===== config.mk =====
export PLATFORM = sky130hd
export DESIGN_NAME = length_framed_crc16_deframer_unit
export DESIGN_NICKNAME = d
export VERILOG_FILES = /design/src/rtl/lfcd_pkg.sv /design/src/rtl/lfcd_in_reg.sv /design/src/rtl/lfcd_core.sv /design/src/rtl/lfcd_out_reg.sv /design/src/rtl/length_framed_crc16_deframer_unit.sv
export SDC_FILE = /design/constraint.sdc
export NUM_CORES = 1
export LEC_CHECK = 0
export BUFFER_PORTS_ARGS = -buffer_cell sky130_fd_sc_hd__buf_4
export CAP_MARGIN = 20
export CELL_PAD_IN_SITES_DETAIL_PLACEMENT = 0
export CELL_PAD_IN_SITES_GLOBAL_PLACEMENT = 1
export CORE_MARGIN = 10
export CORE_UTILIZATION = 51
export DETAILED_ROUTE_END_ITERATION = 16
export HOLD_SLACK_MARGIN = 0.15
export PLACE_DENSITY_LB_ADDON = 0.08
export SETUP_SLACK_MARGIN = 0.4
export SLEW_MARGIN = 5
export SYNTH_ARGS = -nofsm -noshare
export SYNTH_HDL_FRONTEND = slang
export SYNTH_SLANG_ARGS = --single-unit

===== constraint.sdc =====
create_clock -name clk -period 3.8 [get_ports clk]
set_input_delay 0.76 -clock clk [delete_from_list [all_inputs] [get_ports clk]]
set_output_delay 0.76 -clock clk [all_outputs]
set_load 0.01 [all_outputs]

===== src/rtl/lfcd_pkg.sv =====
// Shared package for the length-framed CRC-16 deframer.
// Holds phase and result codes, register defaults, the result type and the CRC byte update.
// No dependencies.
package lfcd_pkg;

	localparam int unsigned BYTE_W = 8;
	localparam int unsigned LEN_W  = 16;
	localparam int unsigned CRC_W  = 16;
	localparam int unsigned KIND_W = 2;
	localparam int unsigned PH_W   = 3;
	localparam int unsigned CFG_INDEX_W = 1;
	localparam int unsigned CFG_DATA_W  = 16;

	// frame phases
	localparam logic [PH_W-1:0] PH_SOF     = 3'd0;
	localparam logic [PH_W-1:0] PH_LEN_LO  = 3'd1;
	localparam logic [PH_W-1:0] PH_LEN_HI  = 3'd2;
	localparam logic [PH_W-1:0] PH_PAYLOAD = 3'd3;
	localparam logic [PH_W-1:0] PH_CRC_LO  = 3'd4;
	localparam logic [PH_W-1:0] PH_CRC_HI  = 3'd5;

	// result kinds
	localparam logic [KIND_W-1:0] KIND_DATA = 2'd0;
	localparam logic [KIND_W-1:0] KIND_GOOD = 2'd1;
	localparam logic [KIND_W-1:0] KIND_BAD  = 2'd2;

	// register indexes
	localparam logic [CFG_INDEX_W-1:0] REG_START_BYTE = 1'd0;
	localparam logic [CFG_INDEX_W-1:0] REG_MAX_LENGTH = 1'd1;

	localparam logic [BYTE_W-1:0] START_BYTE_RST = 8'hA5;
	localparam logic [LEN_W-1:0]  MAX_LENGTH_RST = 16'd1024;

	localparam logic [CRC_W-1:0] CRC_INIT = 16'hFFFF;
	localparam logic [CRC_W-1:0] CRC_POLY = 16'h1021;

	typedef struct packed {
		logic [KIND_W-1:0] kind;
		logic [BYTE_W-1:0] data_byte;
		logic              is_type_byte;
		logic [LEN_W-1:0]  body_length;
	} result_t;

	// CRC-16/CCITT-FALSE, one byte, MSB first
	function automatic logic [CRC_W-1:0] crc_byte(input logic [CRC_W-1:0] crc_in,
			input logic [BYTE_W-1:0] b);
		logic [CRC_W-1:0] c;
		c = crc_in ^ {b, 8'h00};
		for (int i = 0; i < 8; i++) begin
			if (c[CRC_W-1]) begin
				c = {c[CRC_W-2:0], 1'b0} ^ CRC_POLY;
			end else begin
				c = {c[CRC_W-2:0], 1'b0};
			end
		end
		return c;
	endfunction

endpackage


===== src/rtl/lfcd_in_reg.sv =====
// Input register of the deframer: holds one received byte until the core takes it.
// Uses lfcd_pkg for widths.
module lfcd_in_reg (
	input  logic                         clk,
	input  logic                         arst_n,
	input  logic                         in_valid,
	output logic                         in_stall,
	input  logic [lfcd_pkg::BYTE_W-1:0]  rx_byte,
	input  logic                         take,
	output logic                         valid_s1,
	output logic [lfcd_pkg::BYTE_W-1:0]  byte_s1
);

	// hold while the stored byte is not taken
	assign in_stall = valid_s1 && !take;

	always_ff @(posedge clk or negedge arst_n) begin
		if (!arst_n) begin
			valid_s1 <= 1'b0;
		end else if (!in_stall) begin
			valid_s1 <= in_valid;
		end
	end

	always_ff @(posedge clk) begin
		if (!in_stall && in_valid) begin
			byte_s1 <= rx_byte;
		end
	end

endmodule


===== src/rtl/lfcd_core.sv =====
// Frame state machine, running CRC and configuration registers of the deframer.
// Uses lfcd_pkg for codes, the result type and the CRC update.
module lfcd_core (
	input  logic                            clk,
	input  logic                            arst_n,
	input  logic                            cfg_write,
	input  logic [lfcd_pkg::CFG_INDEX_W-1:0] cfg_index,
	input  logic [lfcd_pkg::CFG_DATA_W-1:0] cfg_data,
	input  logic                            take,
	input  logic [lfcd_pkg::BYTE_W-1:0]     byte_s1,
	output logic                            res_valid,
	output lfcd_pkg::result_t               res
);

	logic [lfcd_pkg::BYTE_W-1:0] start_byte_q;
	logic [lfcd_pkg::LEN_W-1:0]  max_length_q;
	logic [lfcd_pkg::PH_W-1:0]   phase_q, phase_d;
	logic [lfcd_pkg::LEN_W-1:0]  frame_length_q, frame_length_d;
	logic [lfcd_pkg::LEN_W-1:0]  bytes_seen_q, bytes_seen_d;
	logic [lfcd_pkg::CRC_W-1:0]  crc_q, crc_d;
	logic [lfcd_pkg::BYTE_W-1:0] crc_low_q, crc_low_d;
	logic [lfcd_pkg::LEN_W-1:0]  full_len;
	logic [lfcd_pkg::LEN_W-1:0]  seen_inc;

	always_ff @(posedge clk or negedge arst_n) begin
		if (!arst_n) begin
			start_byte_q <= lfcd_pkg::START_BYTE_RST;
			max_length_q <= lfcd_pkg::MAX_LENGTH_RST;
		end else if (cfg_write) begin
			case (cfg_index)
				lfcd_pkg::REG_START_BYTE: start_byte_q <= cfg_data[lfcd_pkg::BYTE_W-1:0];
				lfcd_pkg::REG_MAX_LENGTH: max_length_q <= cfg_data;
				default: ;
			endcase
		end
	end

	assign full_len = {byte_s1, frame_length_q[lfcd_pkg::BYTE_W-1:0]};
	assign seen_inc = bytes_seen_q + 16'd1;

	always_comb begin
		phase_d        = phase_q;
		frame_length_d = frame_length_q;
		bytes_seen_d   = bytes_seen_q;
		crc_d          = crc_q;
		crc_low_d      = crc_low_q;
		res_valid      = 1'b0;
		res            = '0;
		case (phase_q)
			lfcd_pkg::PH_LEN_LO: begin
				frame_length_d = {8'h00, byte_s1};
				phase_d        = lfcd_pkg::PH_LEN_HI;
			end
			lfcd_pkg::PH_LEN_HI: begin
				if (full_len == '0 || full_len > max_length_q) begin
					phase_d        = lfcd_pkg::PH_SOF;
					frame_length_d = '0;
					bytes_seen_d   = '0;
					crc_d          = lfcd_pkg::CRC_INIT;
					crc_low_d      = '0;
				end else begin
					frame_length_d = full_len;
					bytes_seen_d   = '0;
					crc_d          = lfcd_pkg::CRC_INIT;
					phase_d        = lfcd_pkg::PH_PAYLOAD;
				end
			end
			lfcd_pkg::PH_PAYLOAD: begin
				res_valid          = 1'b1;
				res.kind           = lfcd_pkg::KIND_DATA;
				res.data_byte      = byte_s1;
				res.is_type_byte   = (bytes_seen_q == '0);
				crc_d              = lfcd_pkg::crc_byte(crc_q, byte_s1);
				bytes_seen_d       = seen_inc;
				if (seen_inc >= frame_length_q) begin
					phase_d = lfcd_pkg::PH_CRC_LO;
				end
			end
			lfcd_pkg::PH_CRC_LO: begin
				crc_low_d = byte_s1;
				phase_d   = lfcd_pkg::PH_CRC_HI;
			end
			lfcd_pkg::PH_CRC_HI: begin
				res_valid = 1'b1;
				if ({byte_s1, crc_low_q} == crc_q) begin
					res.kind        = lfcd_pkg::KIND_GOOD;
					res.body_length = frame_length_q - 16'd1;
				end else begin
					res.kind = lfcd_pkg::KIND_BAD;
				end
				phase_d        = lfcd_pkg::PH_SOF;
				frame_length_d = '0;
				bytes_seen_d   = '0;
				crc_d          = lfcd_pkg::CRC_INIT;
				crc_low_d      = '0;
			end
			default: begin
				// hunting; unused codes fall back to the hunt
				phase_d        = lfcd_pkg::PH_SOF;
				frame_length_d = '0;
				bytes_seen_d   = '0;
				crc_d          = lfcd_pkg::CRC_INIT;
				crc_low_d      = '0;
				if (byte_s1 == start_byte_q) begin
					phase_d = lfcd_pkg::PH_LEN_LO;
				end
			end
		endcase
	end

	always_ff @(posedge clk or negedge arst_n) begin
		if (!arst_n) begin
			phase_q        <= lfcd_pkg::PH_SOF;
			frame_length_q <= '0;
			bytes_seen_q   <= '0;
			crc_q          <= lfcd_pkg::CRC_INIT;
			crc_low_q      <= '0;
		end else if (take) begin
			phase_q        <= phase_d;
			frame_length_q <= frame_length_d;
			bytes_seen_q   <= bytes_seen_d;
			crc_q          <= crc_d;
			crc_low_q      <= crc_low_d;
		end
	end

endmodule


===== src/rtl/lfcd_out_reg.sv =====
// Result register of the deframer: holds one result until the receiver takes it.
// Uses lfcd_pkg for the result type.
module lfcd_out_reg (
	input  logic              clk,
	input  logic              arst_n,
	input  logic              load,
	input  logic              res_valid,
	input  lfcd_pkg::result_t res,
	input  logic              out_stall,
	output logic              out_free,
	output logic              out_valid,
	output lfcd_pkg::result_t res_q
);

	logic out_valid_q;

	assign out_free  = !out_valid_q || !out_stall;
	assign out_valid = out_valid_q;

	always_ff @(posedge clk or negedge arst_n) begin
		if (!arst_n) begin
			out_valid_q <= 1'b0;
		end else if (out_free) begin
			out_valid_q <= load && res_valid;
		end
	end

	always_ff @(posedge clk) begin
		if (out_free && load && res_valid) begin
			res_q <= res;
		end
	end

endmodule


===== src/rtl/length_framed_crc16_deframer_unit.sv =====
// Top level of the length-framed CRC-16 deframer.
// Depends on lfcd_pkg, lfcd_in_reg, lfcd_core and lfcd_out_reg.
//
// Usage:
//   Input channel (in_valid / in_stall / rx_byte) carries one received byte per
//   request. The block hunts for start_byte, reads a 16-bit length low byte
//   first, forwards each payload byte (first one flagged as the type tag),
//   then checks the two trailing CRC-16/CCITT-FALSE bytes, low byte first.
//   Output channel (out_valid / out_stall) carries one result per payload byte
//   and one verdict per frame: good with body_length, or CRC error.
//   Bad lengths (zero or above max_length) drop back to the hunt silently.
//   A byte is registered at acceptance and processed by the core from the
//   input register; its result is registered when the core takes it.
//   Throughput: one byte per cycle while out_stall holds no pending result;
//   the byte-wide CRC update is combinational XOR logic between both registers.
//   Reset clears both registers' valid flags, returns to the hunt and loads
//   start_byte = 0xA5, max_length = 1024.
//   While out_stall holds a pending result, every byte waits in the input
//   register, whether it gives a result or not, and in_stall rises once that
//   register is full, until the output register frees up.
//   Config writes (cfg_write, cfg_index, cfg_data) take effect the next cycle.
module length_framed_crc16_deframer_unit (
	input  logic                             clk,
	input  logic                             arst_n,
	input  logic                             cfg_write,
	input  logic [lfcd_pkg::CFG_INDEX_W-1:0] cfg_index,
	input  logic [lfcd_pkg::CFG_DATA_W-1:0]  cfg_data,
	input  logic                             in_valid,
	output logic                             in_stall,
	input  logic [lfcd_pkg::BYTE_W-1:0]      rx_byte,
	output logic                             out_valid,
	input  logic                             out_stall,
	output logic [lfcd_pkg::KIND_W-1:0]      kind,
	output logic [lfcd_pkg::BYTE_W-1:0]      data_byte,
	output logic                             is_type_byte,
	output logic [lfcd_pkg::LEN_W-1:0]       body_length
);

	logic                        valid_s1;
	logic [lfcd_pkg::BYTE_W-1:0] byte_s1;
	logic                        take;
	logic                        out_free;
	logic                        res_valid;
	lfcd_pkg::result_t           res;
	lfcd_pkg::result_t           res_q;

	assign take = valid_s1 && out_free;

	lfcd_in_reg u_in (
		.clk      (clk),
		.arst_n   (arst_n),
		.in_valid (in_valid),
		.in_stall (in_stall),
		.rx_byte  (rx_byte),
		.take     (take),
		.valid_s1 (valid_s1),
		.byte_s1  (byte_s1)
	);

	lfcd_core u_core (
		.clk       (clk),
		.arst_n    (arst_n),
		.cfg_write (cfg_write),
		.cfg_index (cfg_index),
		.cfg_data  (cfg_data),
		.take      (take),
		.byte_s1   (byte_s1),
		.res_valid (res_valid),
		.res       (res)
	);

	lfcd_out_reg u_out (
		.clk       (clk),
		.arst_n    (arst_n),
		.load      (take),
		.res_valid (res_valid),
		.res       (res),
		.out_stall (out_stall),
		.out_free  (out_free),
		.out_valid (out_valid),
		.res_q     (res_q)
	);

	assign kind         = res_q.kind;
	assign data_byte    = res_q.data_byte;
	assign is_type_byte = res_q.is_type_byte;
	assign body_length  = res_q.body_length;

endmodule

==> metrics.txt <==
Final Wtd Congestion=0.8624; initial core utilization=52.53%; die area=0.01740 mm2; vias in the first global route=between 4,000 and 5,000; DRT antenna net count=0; Clock Sinks=between 100 and 150; synth top area cells=dfrtp_1 (25%), edfxtp_1 (16%), dfstp_2 (8.6%); largest net degree at the start of global routing=86; Pre-antenna DRT Iters=4; Port Buffers=58; worst r2r src=u_core.bytes_seen_q[0]; Worst Setup End Kind=flop; syn_nets=about 660; status=finished clean; CTS hold repair buffers=0; Clock Latency Late Sink=~0.41 ns; Post-synth ARST share=70.83%; synthesized cell area=0.006389 mm2; Synth Instances=slightly below 600; TNS Setup=0 ns; Final nets=724; CTS tree=yes; HP Class=input port to asynchronous set/reset pin; Synth top area share=25.07%; R2R Setup Slk=0.73 ns; Max VDD drop=0.5214 mV; first-pass GRT wire length=24.38 mm; Final setup viols=0; Detailed Route Iter0 Violations=226; Synth area leader=dfrtp_1; worst slew pin tran=just under 0.9 ns; Yosys Warn Count=0; std cell rows=40; maximum clock skew at final layout=0.007146 ns; Worst Setup Start Kind=flop; post-CTS resize count=0; register area share after synthesis=50.16%; Setup Buffers After CTS=0; Wirelength per Cell=17.60 um; Achievable Freq=0.3262 GHz; Placeable Area=approximately 0.012 mm2; Avg Inst Size Synth=~11 um2; GRT Util Overall=around 17%; Synth-to-Final Area Change=18.68%; layout cells sized above 1=23.66%; PD cells=740.6 mW/mm2; relative slew slack=39.91%; H-Tree Depth=4; Final Slew Violations=0; Arrival @ worst endpoint=around 3.4 ns; Clock Tree Buf Depth=2; GRT overflow=0; Tot Pwr=0.005616 W; CP required=roughly 4.2 ns; WL final=14.78 mm; fin crit share=80.68%; total number of vias=4,512; total leakage power=roughly 3.3 nW; CTS Buf Count=17; R2R depth=12; # diodes=0; Top FF cell, synth=dfrtp_1; DP Wirelength=10.50 mm; Hold Violations, Final=0; clock slew at reported path FFs=0.05 ns; Yosys cell types=53; min Tclk post-route=3.066 ns; Max Cap Viol=0; drt drc=0; Die X=131.9 um; RSZ-0062 raised after global routing=false; Die H=131.9 um; Finished Layout Cells=between 800 and 900; Reg2Reg Capture Point=u_core.phase_q[1]; CP Class=flop to flop; Placed Cells=806; initial antenna violation count=0; Max FO, Critical Path=7; Vias/cell=around 5.4; Yosys reg bits=120; root buffer cell=clkbuf_16; io pins=59; Post-synth EDFFs=35
[worst max-delay path: stages, from the launching register on]
cell,delay [ns]
dfrtp_1,0.44
and4_1,0.24
nand4_1,0.28
nor2_1,0.35
nand3_1,0.17
xnor2_1,0.16
ha_1,0.31
nand2_1,0.07
nor2_1,0.04
a211oi_1,0.24
o211ai_1,0.14
a21oi_1,0.37
o32a_1,0.20
[power breakdown]
| group | internal (W) | switching [W] | total, W |
|---|---|---|---|
| sequential | 0.00169 | 0.000297 | 0.00199 |
| combinational | 0.00102 | 0.00118 | 0.00220 |
| clock | 0.000884 | 0.000546 | 0.00143 |
[area by class of cell]
cell class / instances / area, um2
Clock inverter: 11 / 82.58
Multi-Input combinational cell: 401 / 2900
Timing Repair Buffer: 74 / 575.6
Sequential cell: 120 / 3204
Tap cell: 168 / 210.2
Fill cell: 1012 / 4579
Inverter: 45 / 168.9
Clock buffer: 21 / 440.4
[state kept, by name, indices dropped and copies added (netlist names)]
| register | cells |
|---|---|
| u_core.crc_low_q | 8 |
| u_core.frame_length_q | 16 |
| u_core.max_length_q | 16 |
| u_in.valid_s1 | 1 |
| u_core.bytes_seen_q | 16 |
| u_core.phase_q | 3 |
| u_core.crc_q | 16 |
| u_out.res_q | 27 |
| u_in.byte_s1 | 8 |
| u_out.out_valid | 1 |
| u_core.start_byte_q | 8 |
[cell families after synthesis]
logic type | synth area share [%]
AND/OR/NAND/NOR | 13.30
flip-flops | 50.16
AO/OA/AOI/OAI | 11.56
buffers and inverters | 4.446
XOR/XNOR | 9.459
adder cells (fa/ha/maj) | 6.855
multiplexers | 4.230
[cells in the final DEF, fill, tap and decap left out, types with 8 or more instances in the layout]
cell type | netlist | final
nand4_1 | 15 | 15
a21oi_1 | 24 | 24
dfrtp_1 | 64 | 64
ha_1 | 35 | 35
clkbuf_16 | 0 | 17
buf_4 | 0 | 73
xnor2_1 | 39 | 39
a22oi_1 | 8 | 8
nand3_1 | 12 | 12
mux2_2 | 24 | 24
xor2_1 | 30 | 30
o21ai_0 | 19 | 19
edfxtp_1 | 35 | 35
nor4_1 | 10 | 10
dfstp_2 | 21 | 21
inv_1 | 45 | 45
nor3_1 | 9 | 9
nor2_1 | 43 | 43
a22o_1 | 14 | 14
nand2_1 | 34 | 34
o22ai_1 | 8 | 8
and2_1 | 10 | 10
[synthesized netlist by cell type, drive strengths merged (5+ instances only)]
master  instances
a22o           15
o22ai           8
nand3          12
xor2           30
ha             35
and2           10
clkbuf         24
nor3           11
mux2           24
a31oi           6
dfrtp          64
o31ai           5
o21ai          25
o211ai          5
nor4           11
inv            45
nand2          34
and3            6
a22oi           8
a21oi          24
xnor2          39
nand4          15
edfxtp         35
dfstp          21
nor2           46
[routing by layer]
metal / GRT usage, % / share of wire (%) / wire length (um)
met1: 22.42 / 47 / 6920
met2: 27.35 / 47 / 6965
met3: 5.793 / 5.5 / 807
met4: 4.635 / 0.61 / 90
met5: 0 / 0 / 0
[how the worst max path moves through the flow]
stage / startpoint / to / slack [ns]
final: u_core.bytes_seen_q[0] / u_core.phase_q[1] / 0.73
after global routing: u_core.bytes_seen_q[2] / u_core.phase_q[1] / 0.42
after CTS: u_core.bytes_seen_q[0] / u_core.phase_q[2] / 0.74
after detailed placement: u_core.bytes_seen_q[0] / u_core.phase_q[2] / 0.74
after global placement: u_core.bytes_seen_q[0] / u_core.phase_q[2] / 0.81
after floorplan: u_core.bytes_seen_q[0] / u_core.phase_q[1] / 1.24
[per-stage QoR]
step | cell area [um2] | hold slack, ns | setup WS [ns] | utilization [%]
floorplan | 6389 | 0.4644 | 1.240 | -
global placement | 7024 | 0.4912 | 0.8054 | 57.76
detailed placement | 7024 | 0.4947 | 0.7414 | 57.76
CTS | 7547 | 0.5025 | 0.7381 | 62.06
global route | 7582 | 0.2263 | 0.4218 | 62.35
finish | 7582 | 0.2315 | 0.7340 | 62.35
Power figures use the tool's default switching activity.
